`src/rtl/core/candela_table_bilinear_sampler_defines.svh`:
```
// ----------------------------------------------------------------------------
// Candela sampler assertion macros
// Shared concurrent assertion wrappers for the candela table sampler.
// ----------------------------------------------------------------------------
`ifndef CANDELA_TABLE_BILINEAR_SAMPLER_DEFINES_SVH
`define CANDELA_TABLE_BILINEAR_SAMPLER_DEFINES_SVH

// Assertion on an explicit clock and active-low reset.
`define CTS_ASSERT_AT(lbl, clk, rstn, prop, msg) \
  lbl: assert property (@(posedge clk) disable iff (!rstn) (prop)) else $error(msg);

// Assertion on the block clock and reset.
`define CTS_ASSERT(lbl, prop, msg) `CTS_ASSERT_AT(lbl, clk_i, rst_ni, prop, msg)

`endif

```
`src/rtl/core/cts_pkg.sv`:
```
// ----------------------------------------------------------------------------
// Candela sampler package
// Opcodes, register indexes, transaction payload types and sequencer states.
// ----------------------------------------------------------------------------
`timescale 1ns / 1ps

package cts_pkg;

  typedef enum logic [1:0] {
    OP_LOAD_H = 2'd0,
    OP_LOAD_V = 2'd1,
    OP_LOAD_C = 2'd2,
    OP_SAMPLE = 2'd3
  } cts_op_e;

  localparam logic [1:0] CFG_HCOUNT = 2'd0;
  localparam logic [1:0] CFG_VCOUNT = 2'd1;

  typedef struct packed {
    cts_op_e     opcode;
    logic [12:0] entry_index;
    logic [23:0] load_value;
    logic [15:0] query_horizontal;
    logic [15:0] query_vertical;
  } cts_req_t;

  typedef struct packed {
    logic [23:0] intensity;
    logic [5:0]  horizontal_slot;
    logic [6:0]  vertical_slot;
  } cts_rsp_t;

  typedef enum logic [4:0] {
    S_IDLE,
    S_LO_RD,
    S_LO_CHK,
    S_HI_CHK,
    S_BS_RD,
    S_BS_CHK,
    S_A0,
    S_A1,
    S_DIV,
    S_G00,
    S_G10,
    S_G01,
    S_G11,
    S_V1,
    S_V1B,
    S_Y1,
    S_Y2,
    S_OUT
  } cts_state_e;

endpackage

```
`src/rtl/core/cts_div.sv`:
```
// ----------------------------------------------------------------------------
// Candela sampler fraction divider
// Restoring divider, one quotient bit per cycle, for a dividend below the
// divisor.
// ----------------------------------------------------------------------------
`timescale 1ns / 1ps

module cts_div import cts_pkg::*; #(
  parameter int FB = 12
) (
  input  logic          clk_i,
  input  logic          rst_ni,
  input  logic          start_i,
  input  logic [15:0]   num_i,
  input  logic [15:0]   den_i,
  output logic          done_o,
  output logic [FB-1:0] quo_o
);
  localparam int CW = $clog2(FB + 1);

  logic [16:0]   rem_q, r2;
  logic [15:0]   den_q;
  logic [FB-1:0] quo_q;
  logic [CW-1:0] cnt_q;
  logic          busy_q, done_q, take;

  assign r2   = {rem_q[15:0], 1'b0};
  assign take = r2 >= {1'b0, den_q};

  always_ff @(posedge clk_i or negedge rst_ni) begin
    if (!rst_ni) begin
      busy_q <= 1'b0;
      done_q <= 1'b0;
      cnt_q  <= '0;
    end else begin
      done_q <= busy_q && (cnt_q == CW'(1));
      if (start_i) begin
        busy_q <= 1'b1;
        cnt_q  <= CW'(FB);
      end else if (busy_q) begin
        cnt_q <= cnt_q - CW'(1);
        if (cnt_q == CW'(1)) begin
          busy_q <= 1'b0;
        end
      end
    end
  end

  always_ff @(posedge clk_i) begin
    if (start_i) begin
      rem_q <= {1'b0, num_i};
      den_q <= den_i;
    end else if (busy_q) begin
      rem_q <= take ? (r2 - {1'b0, den_q}) : r2;
      quo_q <= {quo_q[FB-2:0], take};
    end
  end

  assign done_o = done_q;
  assign quo_o  = quo_q;
endmodule

```
`config.mk`:
```
export PLATFORM = sky130hd
export DESIGN_NAME = cts_div
export DESIGN_NICKNAME = d
export VERILOG_FILES = /design/src/rtl/core/candela_table_bilinear_sampler_defines.svh /design/src/rtl/core/cts_pkg.sv /design/src/rtl/core/cts_div.sv
export SDC_FILE = /design/constraint.sdc
export NUM_CORES = 1
export LEC_CHECK = 0
export ABC_AREA = 1
export BUFFER_PORTS_ARGS = -buffer_cell sky130_fd_sc_hd__buf_2
export CAP_MARGIN = 30
export CELL_PAD_IN_SITES_DETAIL_PLACEMENT = 0
export CELL_PAD_IN_SITES_GLOBAL_PLACEMENT = 1
export CORE_ASPECT_RATIO = 0.6
export CORE_MARGIN = 2
export CORE_UTILIZATION = 40
export DETAILED_ROUTE_END_ITERATION = 10
export PLACE_DENSITY_LB_ADDON = 0.1
export SLEW_MARGIN = 10
export SYNTH_ARGS = -nofsm -noshare
export SYNTH_HDL_FRONTEND = slang
export SYNTH_SLANG_ARGS = --single-unit
export TNS_END_PERCENT = 50
```
`constraint.sdc`:
```
create_clock -name clk_i -period 2.7 [get_ports clk_i]
set_input_delay 0.27 -clock clk_i [delete_from_list [all_inputs] [get_ports clk_i]]
set_output_delay 0.27 -clock clk_i [all_outputs]
set_load 0.05 [all_outputs]
```
==> flow_summary.rst <==
.. list-table::
   :header-rows: 1

   * - Metric
     - Value
   * - Kind of end point of the critical path
     - flip-flop
   * - Post-synth top area share
     - between 40% and 50%
   * - Max Buffers Root-to-Sink
     - 2
   * - Area Growth Syn to Fin
     - 16.49%
   * - Clock skew after layout
     - approximately 5.5 ps
   * - Routed via count divided by cell count
     - 4.681
   * - Most common cell in the synthesized netlist
     - nand2_1
   * - Number of distinct library cells after synthesis
     - 31
   * - Sinks on Clock Net
     - 50
   * - Setup Viol. Count Final
     - 0
   * - Number of placed instances with taps included
     - between 500 and 600
   * - Initial antenna violation count
     - 0
   * - First-pass GRT wire length
     - roughly 13000 µm
   * - Most used flip-flop cell after synthesis
     - edfxtp_1
   * - Post-Syn Instances
     - between 300 and 400
   * - Number of gates resized after cts
     - 0
   * - Fraction of final layout cells sized beyond drive strength 1
     - about 18%
   * - Number of nets in the layout
     - 503
   * - RSZ-0062 raised after global routing
     - false
   * - Pin count of the biggest net entering global routing
     - 36
   * - I/O pin count
     - 48
   * - DIE WIDTH
     - roughly 120 µm
   * - Synthesized area
     - 0.003217 mm²
   * - Number of cells in the finished layout apart from fillers
     - between 500 and 600
   * - Global router's overall resource usage
     - between 10% and 20%
   * - Total design power
     - roughly 3.8 mW
   * - Number of buffer cells added on primary ports
     - 47
   * - Worst-skew pair later-pin latency
     - about 300 ps
   * - Outcome
     - complete, no violations
   * - Die area
     - a little under 0.009 mm²
   * - Final antenna diode count
     - 0
   * - Path type of the worst setup path
     - flip-flop to flip-flop
   * - Clock-pin slew of the registers on the worst-case setup and hold paths
     - 70 ps
   * - CTS tree
     - built
   * - Synth area leaders
     - edfxtp_1 41%, nand2_1 16%, inv_1 7.8%
   * - Inserted Clock Buffers
     - 5
   * - Synthesized area per cell
     - 8.123 µm²
   * - Yosys Warn Count
     - 0
   * - Most numerous cell types in the synthesized netlist
     - 136 x nand2_1, 67 x inv_1, 44 x edfxtp_1
   * - Number of cell instances on the worst register-to-register path
     - 14
   * - Number of detailed-route iterations in the first pass
     - 4
   * - Worst reg-to-reg setup slack
     - between 300 and 400 ps
   * - DRC marker count from the first detailed-route iteration
     - ~170
   * - Worst setup SP type
     - flip-flop
   * - Wire length per cell after detailed routing
     - approximately 14 µm
   * - Root buffer selected by CTS
     - clkbuf_16
   * - DIE HEIGHT
     - 73.47 µm
   * - Yosys reg bits
     - 50
   * - Final RePlAce weighted congestion
     - ~0.90
   * - Overflow after GRT
     - 0
   * - Antenna Violating Nets Remaining
     - 0
   * - Compound-Gate Fraction of Synth Area
     - roughly 2.3%
   * - IR Drop Worst-Case VDD
     - between 0.4 and 0.5 mV
   * - Required time of the critical path
     - between 2000 and 3000 ps
   * - Setup TNS
     - 0 ps
   * - Post-synthesis cell type with the largest combined area
     - edfxtp_1
   * - H-tree lvl count
     - 2
   * - Reported max-cap violation count
     - 0
   * - Worst rel slew slack
     - 43.21%
   * - Number of remaining DRC errors
     - 0
   * - Adder-cell share of the synthesized area
     - 7.623%
   * - Total vias in the final route
     - ~2.6k
   * - Async S/R FF share, synth
     - a little under an eighth
   * - Multiplexer share of the synthesized area
     - 0%
   * - Total power divided by cell area
     - roughly 1000 mW/mm²
   * - Worst EP arrival
     - ~2400 ps
   * - Capturing point of the worst reg2reg path
     - rem_q[14]$_DFFE_PP_
   * - Reg2reg start
     - rem_q[9]$_DFFE_PP_
   * - Net count after synthesis
     - 450
   * - Xor and xnor fraction of the mapped netlist area
     - about 1.6%
   * - Crit path from
     - rem_q[9]$_DFFE_PP_
   * - Worst min-delay path category
     - input pin to flip-flop
   * - Timing-limited maximum frequency
     - around 430 MHz
   * - Starting Density
     - around two fifths
   * - Std cell rows
     - 25
   * - Critical path peak fanout
     - 9
   * - Via count of the first global-routing pass
     - between 2k and 3k
   * - Seq/Total Area, Yosys
     - 45.74%
   * - Dominant combinational cell family by area after synthesis
     - simple AND/OR/NAND/NOR gates
   * - Post-synthesis simple-gate area fraction
     - 32.94%
   * - Aggregate routed wire length
     - ~7500 µm
   * - Static power due to leakage
     - roughly 1.9 nW
   * - Final Max Tran Viols
     - 0
   * - Transition time at the pin with the least slew margin
     - 849.8 ps
   * - Number of synthesized flops with an enable pin
     - 44
   * - HPWL after DPL
     - ~5700 µm
   * - Count of final hold-check violations
     - 0
   * - Time the worst path needs with I/O delays and setup
     - between 2000 and 2500 ps
   * - Final critical-path share of the clock period
     - approximately 85%
   * - End point of the critical path
     - rem_q[14]$_DFFE_PP_
   * - Placeable Area
     - 0.007851 mm²
   * - Post-CTS setup buffer count
     - 0
[logic make-up (layout without fill, tap and decap cells)]
family                   Yosys count  count (layout)
AO/OA/AOI/OAI                     14              14
adder cells (fa/ha/maj)           19              19
XOR/XNOR                           6               6
AND/OR/NAND/NOR                  230             230
flip-flops                        50              50
buffers and inverters             77             131
[where the power goes]
part           switching [mW]  total [mW]  internal (mW)
clock                   0.292       0.730          0.438
combinational            1.25        1.92          0.664
sequential             0.0741        1.12           1.04
[timing repair]
item	CTS	global route
hold endpoints to repair	6	0
endpoints found under the setup margin	0	0
hold buffers	1	0
[area by class of cell]
class	instances	area, µm²
clock buffers	5	125.1
clock inverters	3	42.54
fillers	793	4104
inverters	71	266.5
multi-input cells	269	1431
flip-flops and latches	50	1471
well taps	108	135.1
repair buffers	52	275.3
[cells in the final DEF (no fill, tap or decap), types with 2 or more instances in the layout]
cell type | Yosys | layout
and2_1 | 2 | 2
nor2_2 | 5 | 5
xor2_1 | 2 | 2
clkbuf_16 | 0 | 5
inv_1 | 67 | 67
edfxtp_1 | 44 | 44
buf_2 | 1 | 47
clkinv_1 | 1 | 2
nand3_1 | 35 | 35
nor2_4 | 2 | 2
inv_2 | 3 | 3
buf_4 | 2 | 4
nand3b_1 | 11 | 11
nor2_1 | 15 | 15
nand2_4 | 2 | 2
a21oi_1 | 9 | 9
xnor2_1 | 4 | 4
o21ai_0 | 3 | 3
dfrtp_1 | 6 | 6
nand2_2 | 9 | 9
nor3_1 | 2 | 2
nand2_1 | 136 | 136
nand4_1 | 6 | 6
ha_1 | 18 | 18
nand3_2 | 3 | 3
[metrics by stage]
step | utilization [%] | hold slack (ps) | setup WS (ps) | area (µm²)
4_1_cts | 47.73 | 136.5 | 413.3 | 3747
6_report | 47.73 | 142.0 | 394.0 | 3747
2_1_floorplan | - | -25.59 | 817.5 | 3217
3_3_place_gp | 45.47 | 104.0 | 419.4 | 3570
5_1_grt | 47.73 | 132.8 | 144.0 | 3747
3_5_place_dp | 45.47 | 106.5 | 435.1 | 3570
[routing by layer]
layer / up-vias / track usage (%) / share of wire [%]
met2: 61 / 24.25 / 35
met3: 6 / 4.581 / 4.8
met1: 1184 / 31.13 / 59
met4: 0 / 4.967 / 0.93
met5: - / 0 / 0
li1: 1361 / - / -
[worst min-delay path by stage]
stage / slack, ps / start / end / cells after the start
finish: 140 / den_i[5] / den_q[5]$_DFFE_PP_ / 1
CTS: 140 / den_i[4] / den_q[4]$_DFFE_PP_ / 1
global placement: 100 / rst_ni / busy_q$_DFF_PN0_ / 1
detailed placement: 110 / rst_ni / busy_q$_DFF_PN0_ / 1
global route: 130 / den_i[11] / den_q[11]$_DFFE_PP_ / 1
floorplan: -30 / rst_ni / busy_q$_DFF_PN0_ / 0
[state kept, by name, summed over array words and instances (netlist names)]
register / cells
busy_q: 1
rem_q: 16
quo_o: 12
den_q: 16
cnt_q: 4
done_o: 1
[worst max-delay path, cell delays in order (launching register included)]
cell and delay, ps:
edfxtp_1 390, ha_1 390, nand2_1 110, nand2_1 80, nand2_1 60, nand2_1 80, nand2_1 70, nand2_1 70
nor2_4 280, buf_4 240, nand3_1 90, nand2_1 70, inv_1 40, nand2_1 40, nand2_1 50
(Power assumes the default switching activity.)
