===== config.mk =====
export PLATFORM = sky130hd
export DESIGN_NAME = cts_mul
export DESIGN_NICKNAME = d
export VERILOG_FILES = /design/src/rtl/core/candela_table_bilinear_sampler_defines.svh /design/src/rtl/core/cts_pkg.sv /design/src/rtl/core/cts_mul.sv
export SDC_FILE = /design/constraint.sdc
export NUM_CORES = 1
export LEC_CHECK = 0
export BUFFER_PORTS_ARGS = -buffer_cell sky130_fd_sc_hd__buf_2
export CORE_AREA = 2 2 165 167
export DETAILED_ROUTE_END_ITERATION = 10
export DIE_AREA = 0 0 167 169
export PLACE_DENSITY = 0.78
export SYNTH_ARGS = -nofsm -noshare
export SYNTH_HDL_FRONTEND = slang
export SYNTH_SLANG_ARGS = --single-unit

===== constraint.sdc =====
create_clock -name clk_i -period 7.6 [get_ports clk_i]
set_input_delay 0.76 -clock clk_i [delete_from_list [all_inputs] [get_ports clk_i]]
set_output_delay 0.76 -clock clk_i [all_outputs]
set_load 0.02 [all_outputs]

===== src/rtl/core/candela_table_bilinear_sampler_defines.svh =====
// ----------------------------------------------------------------------------
// Candela sampler assertion macros
// Shared concurrent assertion wrappers for the candela table sampler.
// ----------------------------------------------------------------------------
`ifndef CANDELA_TABLE_BILINEAR_SAMPLER_DEFINES_SVH
`define CANDELA_TABLE_BILINEAR_SAMPLER_DEFINES_SVH

// Assertion on an explicit clock and active-low reset.
`define CTS_ASSERT_AT(lbl, clk, rstn, prop, msg) \
  lbl: assert property (@(posedge clk) disable iff (!rstn) (prop)) else $error(msg);

// Assertion on the block clock and reset.
`define CTS_ASSERT(lbl, prop, msg) `CTS_ASSERT_AT(lbl, clk_i, rst_ni, prop, msg)

`endif


===== src/rtl/core/cts_pkg.sv =====
// ----------------------------------------------------------------------------
// Candela sampler package
// Opcodes, register indexes, transaction payload types and sequencer states.
// ----------------------------------------------------------------------------
`timescale 1ns / 1ps

package cts_pkg;

  typedef enum logic [1:0] {
    OP_LOAD_H = 2'd0,
    OP_LOAD_V = 2'd1,
    OP_LOAD_C = 2'd2,
    OP_SAMPLE = 2'd3
  } cts_op_e;

  localparam logic [1:0] CFG_HCOUNT = 2'd0;
  localparam logic [1:0] CFG_VCOUNT = 2'd1;

  typedef struct packed {
    cts_op_e     opcode;
    logic [12:0] entry_index;
    logic [23:0] load_value;
    logic [15:0] query_horizontal;
    logic [15:0] query_vertical;
  } cts_req_t;

  typedef struct packed {
    logic [23:0] intensity;
    logic [5:0]  horizontal_slot;
    logic [6:0]  vertical_slot;
  } cts_rsp_t;

  typedef enum logic [4:0] {
    S_IDLE,
    S_LO_RD,
    S_LO_CHK,
    S_HI_CHK,
    S_BS_RD,
    S_BS_CHK,
    S_A0,
    S_A1,
    S_DIV,
    S_G00,
    S_G10,
    S_G01,
    S_G11,
    S_V1,
    S_V1B,
    S_Y1,
    S_Y2,
    S_OUT
  } cts_state_e;

endpackage


===== src/rtl/core/cts_mul.sv =====
// ----------------------------------------------------------------------------
// Candela sampler multiplier
// Shared weight-by-value multiplier with a registered product.
// ----------------------------------------------------------------------------
`timescale 1ns / 1ps

module cts_mul import cts_pkg::*; #(
  parameter int AW = 13,
  parameter int BW = 36
) (
  input  logic             clk_i,
  input  logic [AW-1:0]    a_i,
  input  logic [BW-1:0]    b_i,
  output logic [AW+BW-1:0] p_o
);
  logic [AW+BW-1:0] p_q;

  always_ff @(posedge clk_i) begin
    p_q <= (AW + BW)'(a_i) * (AW + BW)'(b_i);
  end

  assign p_o = p_q;
endmodule


==> summary.md, run 1 <==
| Metric | Value |
|---|---|
| Status | completed |
| Data arrival time of the critical path | 6.85 ns |
| TNS Setup | 0 ns |
| DRC violation count after routing | 0 |
| Clock tree from TritonCTS | built |
| Sink count of the clock tree | 49 |
| Maximum buffer depth of the clock tree | 2 |
| Antenna violations before repair | 1 |
| Class of the most critical hold timing path | input port to flip-flop |
| Number of failing setup endpoints in the final timing report | 0 |
| Transition at the pin with the smallest max-transition slack | 0.785 ns |
| Die footprint | 0.0282 mm² |
| Mapped Avg Cell Area | 8.87 µm² |
| Fill cell instance count of the final layout | 2285 |
| IO buf count | 98 |
| Wire length of the first global-routing pass | 62700 µm |
| Number of resized instances in the post-cts repair step | 0 |
| Capturing element type of the critical path | flip-flop |
| Final Critical Period | 6.64 ns |
| Die outline height | 169 µm |
| Number of global-route vias before repair | 12.8k |
| Number of DRC violations after detailed-routing iteration 0 | 993 |
| Largest register FFs | 49 |
| Tightest slew margin relative to the limit | 0.477 |
| Largest net degree at the start of global routing | 37 |
| Number of failing hold endpoints at the final stage | 0 |
| Final weighted congestion in routability-driven placement | 0.900 |
| Final wirelength | 36300 µm |
| Number of warnings reported in the yosys synthesis log | 0 |
| Overall die width | 167 µm |
| Antenna-violating nets left | 0 |
| Final period utilization | 0.874 |
| 1st-pass router iterations | 8 |
| Clock H-tree levels | 2 |
| Worst EP required | 7.81 ns |
| Fraction of synthesis flops using an asynchronous set or reset pin | 0 |
| Commonest cells after routing, fill and taps aside | 403 x inv_1, 374 x fa_1, 313 x nand2_1 |
| Global router's overall resource usage | 0.278 |
| Row cnt | 60 |
| Cell at the root of the clock tree | clkbuf_16 |
| Clock edge transition at the registers on the reported setup and hold paths | 0.08 ns |
| Post-synthesis sequential element count | 49 |
| Starting utilization of the core area | 0.589 |
| CTS Buf Count | 5 |
| Hold Worst Slack | 0.856 ns |
| Post-CTS setup repair buffer count | 0 |
| Number of buffers added to fix hold violations after cts | 0 |
| Flip-flop cell with the highest count after synthesis | dfxtp_1 |
| Syn Std Cell Area | 0.0156 mm² |
| Critical path start-end classification | input port to flip-flop |
| Critical path launch point type | input port |
| Gate Count Post-Synth | 1758 |
| Max-capacitance violation count | 0 |
| Global route overflow | 0 |
| Number of enable-type register cells in the synthesized netlist | 0 |
| Growth of design area from synthesis to finish | 4.76% |
| Net count reported at finish | 2292 |
| Count of boundary I/O pins | 99 |
| Crit Path Max Fanout | 33 |
| DR vias | 11.6k |
| Syn_nets | 2276 |
| RSZ-0062 raised after global routing | no |
| Average vias per placed instance | 5.47 |
| Highest clock rate | 0.151 GHz |
| Most frequent standard cell in the layout excluding fill and tap cells | inv_1 |
| Share of layout cells above drive strength 1 | 0.0755 |
| Wire per inst | 17.1 µm |
| Part of the Yosys area used for sequential elements | 0.0629 |
| Core region area | 0.0265 mm² |
| Synth unique cells | 63 |
| Number of max-slew violations in the final report | 0 |
| Detailed Place HPWL | 29400 µm |
logic make-up after synthesis:
kind of cell	count (synthesis)	share of synthesized area
compound gates	139	0.0657
xor+xnor	40	0.0225
fa+ha+maj	468	0.555
buf+inv	500	0.121
flops	49	0.0629
mux	1	0.000642
simple gates	561	0.172
metrics by stage:
stage	std cells	worst slack (ns)	instance area [µm²]	utilization
after detailed placement	2108	0.631	16200	0.611
after CTS	2116	0.965	16300	0.616
final	2118	0.956	16300	0.617
after global routing	2117	0.696	16300	0.617
after floorplan	1758	1.52	15600	-
after global placement	2108	0.717	16200	0.611
final cells by class:
cell class	instances	area, µm²	share of cell area
tap	341	427	0.0261
inverter	404	1520	0.0928
multi-input combinational	1209	12700	0.779
antenna	2	5.00	0.000306
timing repair buffer	105	543	0.0332
clock buffer	7	133	0.00812
clock inverter	1	7.51	0.000459
sequential	49	981	0.0600
per-layer routing:
metal	vias up	part of all wire	global-route usage
met5	-	0	0
met4	0	0.028	0.0941
met3	70	0.076	0.0465
met2	489	0.50	0.484
met1	5878	0.40	0.354
li1	5159	-	-
cell usage after synthesis (all sizes together), types with 5 or more instances:
| cell type | number | share of area |
|---|---|---|
| fa | 374 | 0.48 |
| nand3 | 13 | 0.0045 |
| xnor2 | 23 | 0.013 |
| nand2 | 313 | 0.075 |
| and3 | 5 | 0.0020 |
| o21ai | 23 | 0.0079 |
| and2 | 187 | 0.075 |
| a21oi | 40 | 0.014 |
| inv | 404 | 0.097 |
| dfxtp | 49 | 0.063 |
| a21o | 33 | 0.016 |
| nor2 | 24 | 0.0058 |
| clkbuf | 92 | 0.022 |
| a211oi | 6 | 0.0035 |
| o211ai | 5 | 0.0027 |
| ha | 94 | 0.075 |
| xor2 | 17 | 0.0095 |
path summary, 6_finish.rpt:
kind              startpoint      end  slack, ns  depth (start not counted)
setup / recovery      a_i[7]  p_o[47]       0.96                         20
hold / removal        b_i[0]   p_o[0]       0.86                          2
worst max-delay path: stages:
cell      delay [ns]
buf_2           0.56
nand2_1         0.18
fa_1            0.57
inv_1           0.06
fa_1            0.56
fa_1            0.43
fa_1            0.49
inv_1           0.05
fa_1            0.47
inv_1           0.04
ha_1            0.46
nand3_1         0.17
a211oi_1        0.23
o21ai_1         0.22
a311oi_2        0.52
nor4_4          0.18
o311ai_4        0.42
a41o_1          0.26
a21oi_2         0.07
xnor2_1         0.12
Power of run 1 is left out: the tool's default activity adds up to more than one toggle a clock period on the data nets, which glitch-free logic cannot reach.
==> run 2, diff against run 1 <==
- clock period: 7.6 -> 8.1 ns (I/O delays scaled with it)
==> run 2 against run 1 <==
Critical path depth unchanged. Global-route usage about the same. Clock-buffer cell count down 2. Sequential share of layout area about the same. Non-clock buffer count down 4. Die area unchanged. Core utilization up 0.090 points. Cell count down 0.19%. Largest cell class unchanged.
==> summary.md, run 2 (same netlist as run 1, synthesis figures left out) <==
| Metric | Value |
|---|---|
| Data arrival time of the critical path | 7.03 ns (+0.18 ns) |
| Antenna violations before repair | 2 (+1) |
| Overall die width | 167 µm (unchanged) |
| Cell at the root of the clock tree | clkbuf_16 |
| Average vias per placed instance | 5.56 (+1.5%) |
| Wire length of the first global-routing pass | 62800 µm (+0.16%) |
| Number of global-route vias before repair | 12.9k (+0.73%) |
| Clock edge transition at the registers on the reported setup and hold paths | 0.09 ns (about the same) |
| Highest clock rate | 0.146 GHz |
| Clock H-tree levels | 2 (unchanged) |
| Starting utilization of the core area | 0.589 (unchanged) |
| Growth of design area from synthesis to finish | 4.91% |
| Core region area | 0.0265 mm² (unchanged) |
| Final wirelength | 36600 µm (+1.1%) |
| Count of boundary I/O pins | 99 (unchanged) |
| Net count reported at finish | 2288 (-0.17%) |
| DR vias | 11.7k (+1.3%) |
| Die footprint | 0.0282 mm² (unchanged) |
| Number of resized instances in the post-cts repair step | 0 (unchanged) |
| Max-capacitance violation count | 0 (unchanged) |
| Final Critical Period | 6.83 ns |
| Number of DRC violations after detailed-routing iteration 0 | 780 (-21%) |
| 1st-pass router iterations | 5 (-3) |
| Final weighted congestion in routability-driven placement | 0.905 (+0.48%) |
| Largest register FFs | 49 (unchanged) |
| Crit Path Max Fanout | 36 (+9.1%) |
| Class of the most critical hold timing path | input port to flip-flop |
| Final period utilization | 0.843 |
| Global router's overall resource usage | 0.278 (+0.000328) |
| Transition at the pin with the smallest max-transition slack | 0.837 ns (+0.0527 ns) |
| Most frequent standard cell in the layout excluding fill and tap cells | inv_1 |
| CTS Buf Count | 5 (unchanged) |
| Depth of the worst hold-timing path | 2 (unchanged) |
| Detailed Place HPWL | 29400 µm (-0.11%) |
| Worst setup slack after layout | 1.27 ns (+0.316 ns) |
| Number of failing hold endpoints at the final stage | 0 (unchanged) |
| Tightest slew margin relative to the limit | 0.442 (-0.0352) |
| Largest net degree at the start of global routing | 37 (unchanged) |
| Maximum buffer depth of the clock tree | 2 (unchanged) |
| Clock tree from TritonCTS | built |
| Critical path launch point type | input port |
| Commonest cells after routing, fill and taps aside | 403 x inv_1, 374 x fa_1, 313 x nand2_1 |
| Post-CTS setup repair buffer count | 0 (unchanged) |
| Worst EP required | 8.31 ns (+0.50 ns) |
| DRC violation count after routing | 0 (unchanged) |
| RSZ-0062 raised after global routing | no |
| Number of failing setup endpoints in the final timing report | 0 (unchanged) |
| Share of layout cells above drive strength 1 | 0.0745 (-0.000959) |
| Status | completed |
| Post-Place Setup Slack | 0.999 ns (+0.368 ns) |
| Number of max-slew violations in the final report | 0 (unchanged) |
| Die outline height | 169 µm (unchanged) |
| IO buf count | 98 (unchanged) |
| Critical path start-end classification | input port to flip-flop |
| Row cnt | 60 (unchanged) |
| Capturing element type of the critical path | flip-flop |
| Number of buffers added to fix hold violations after cts | 0 (unchanged) |
| TNS Setup | 0 ns (unchanged) |
| Wire per inst | 17.3 µm (+1.2%) |
| Global route overflow | 0 (unchanged) |
| Antenna-violating nets left | 0 (unchanged) |
| Sink count of the clock tree | 49 (unchanged) |
[run 2: cell types whose count changed in the layout (fill, tap and decap cells not counted)]
cell        change
buf_4           -4
bufinv_16       +2
clkbuf_1        -2
clkinvlp_4      -1
inv_6           +1
[run 2: worst max-delay path: stages]
cell      delay [ns]
buf_2           0.60
nand2_1         0.18
fa_1            0.57
inv_1           0.05
fa_1            0.55
fa_1            0.43
fa_1            0.49
inv_1           0.05
fa_1            0.47
inv_1           0.04
ha_1            0.45
nand3_1         0.18
a211oi_1        0.28
o21ai_1         0.25
a311oi_2        0.57
nor4_4          0.18
o311ai_4        0.39
a41o_1          0.25
a21oi_2         0.06
xnor2_1         0.12
[run 2: stage by stage]
stage               std cells  hold slack [ns]  instance area (µm²)   util
floorplan                1758            0.932                15600      -
global placement         2104             1.23                16200  0.610
detailed placement       2104             1.22                16200  0.610
CTS                      2112            0.891                16400  0.617
global route             2113            0.903                16400  0.617
finish                   2114            0.898                16400  0.618
[run 2: layer usage]
metal  vias up  track usage  part of all wire
met3       104       0.0484             0.085
met5         -            0                 0
met2       519        0.473              0.49
li1       5157            -                 -
met1      5969        0.357              0.39
met4         0        0.109             0.035
[run 2: area by class of cell]
cell class                      count  area [µm²]
Tap cell                          341         427
Fill cell                        2222       10100
Multi-Input combinational cell   1209       12700
Timing Repair Buffer              101         513
Antenna cell                        2        5.00
Inverter                          404        1520
Sequential cell                    49         981
Clock inverter                      3        68.8
Clock buffer                        5         125
[run 2: path summary, 6_finish.rpt]
check	startpoint	end
setup / recovery	a_i[7]	p_o[47]
hold / removal	b_i[0]	p_o[0]
Power of run 2 is left out for the same reason.
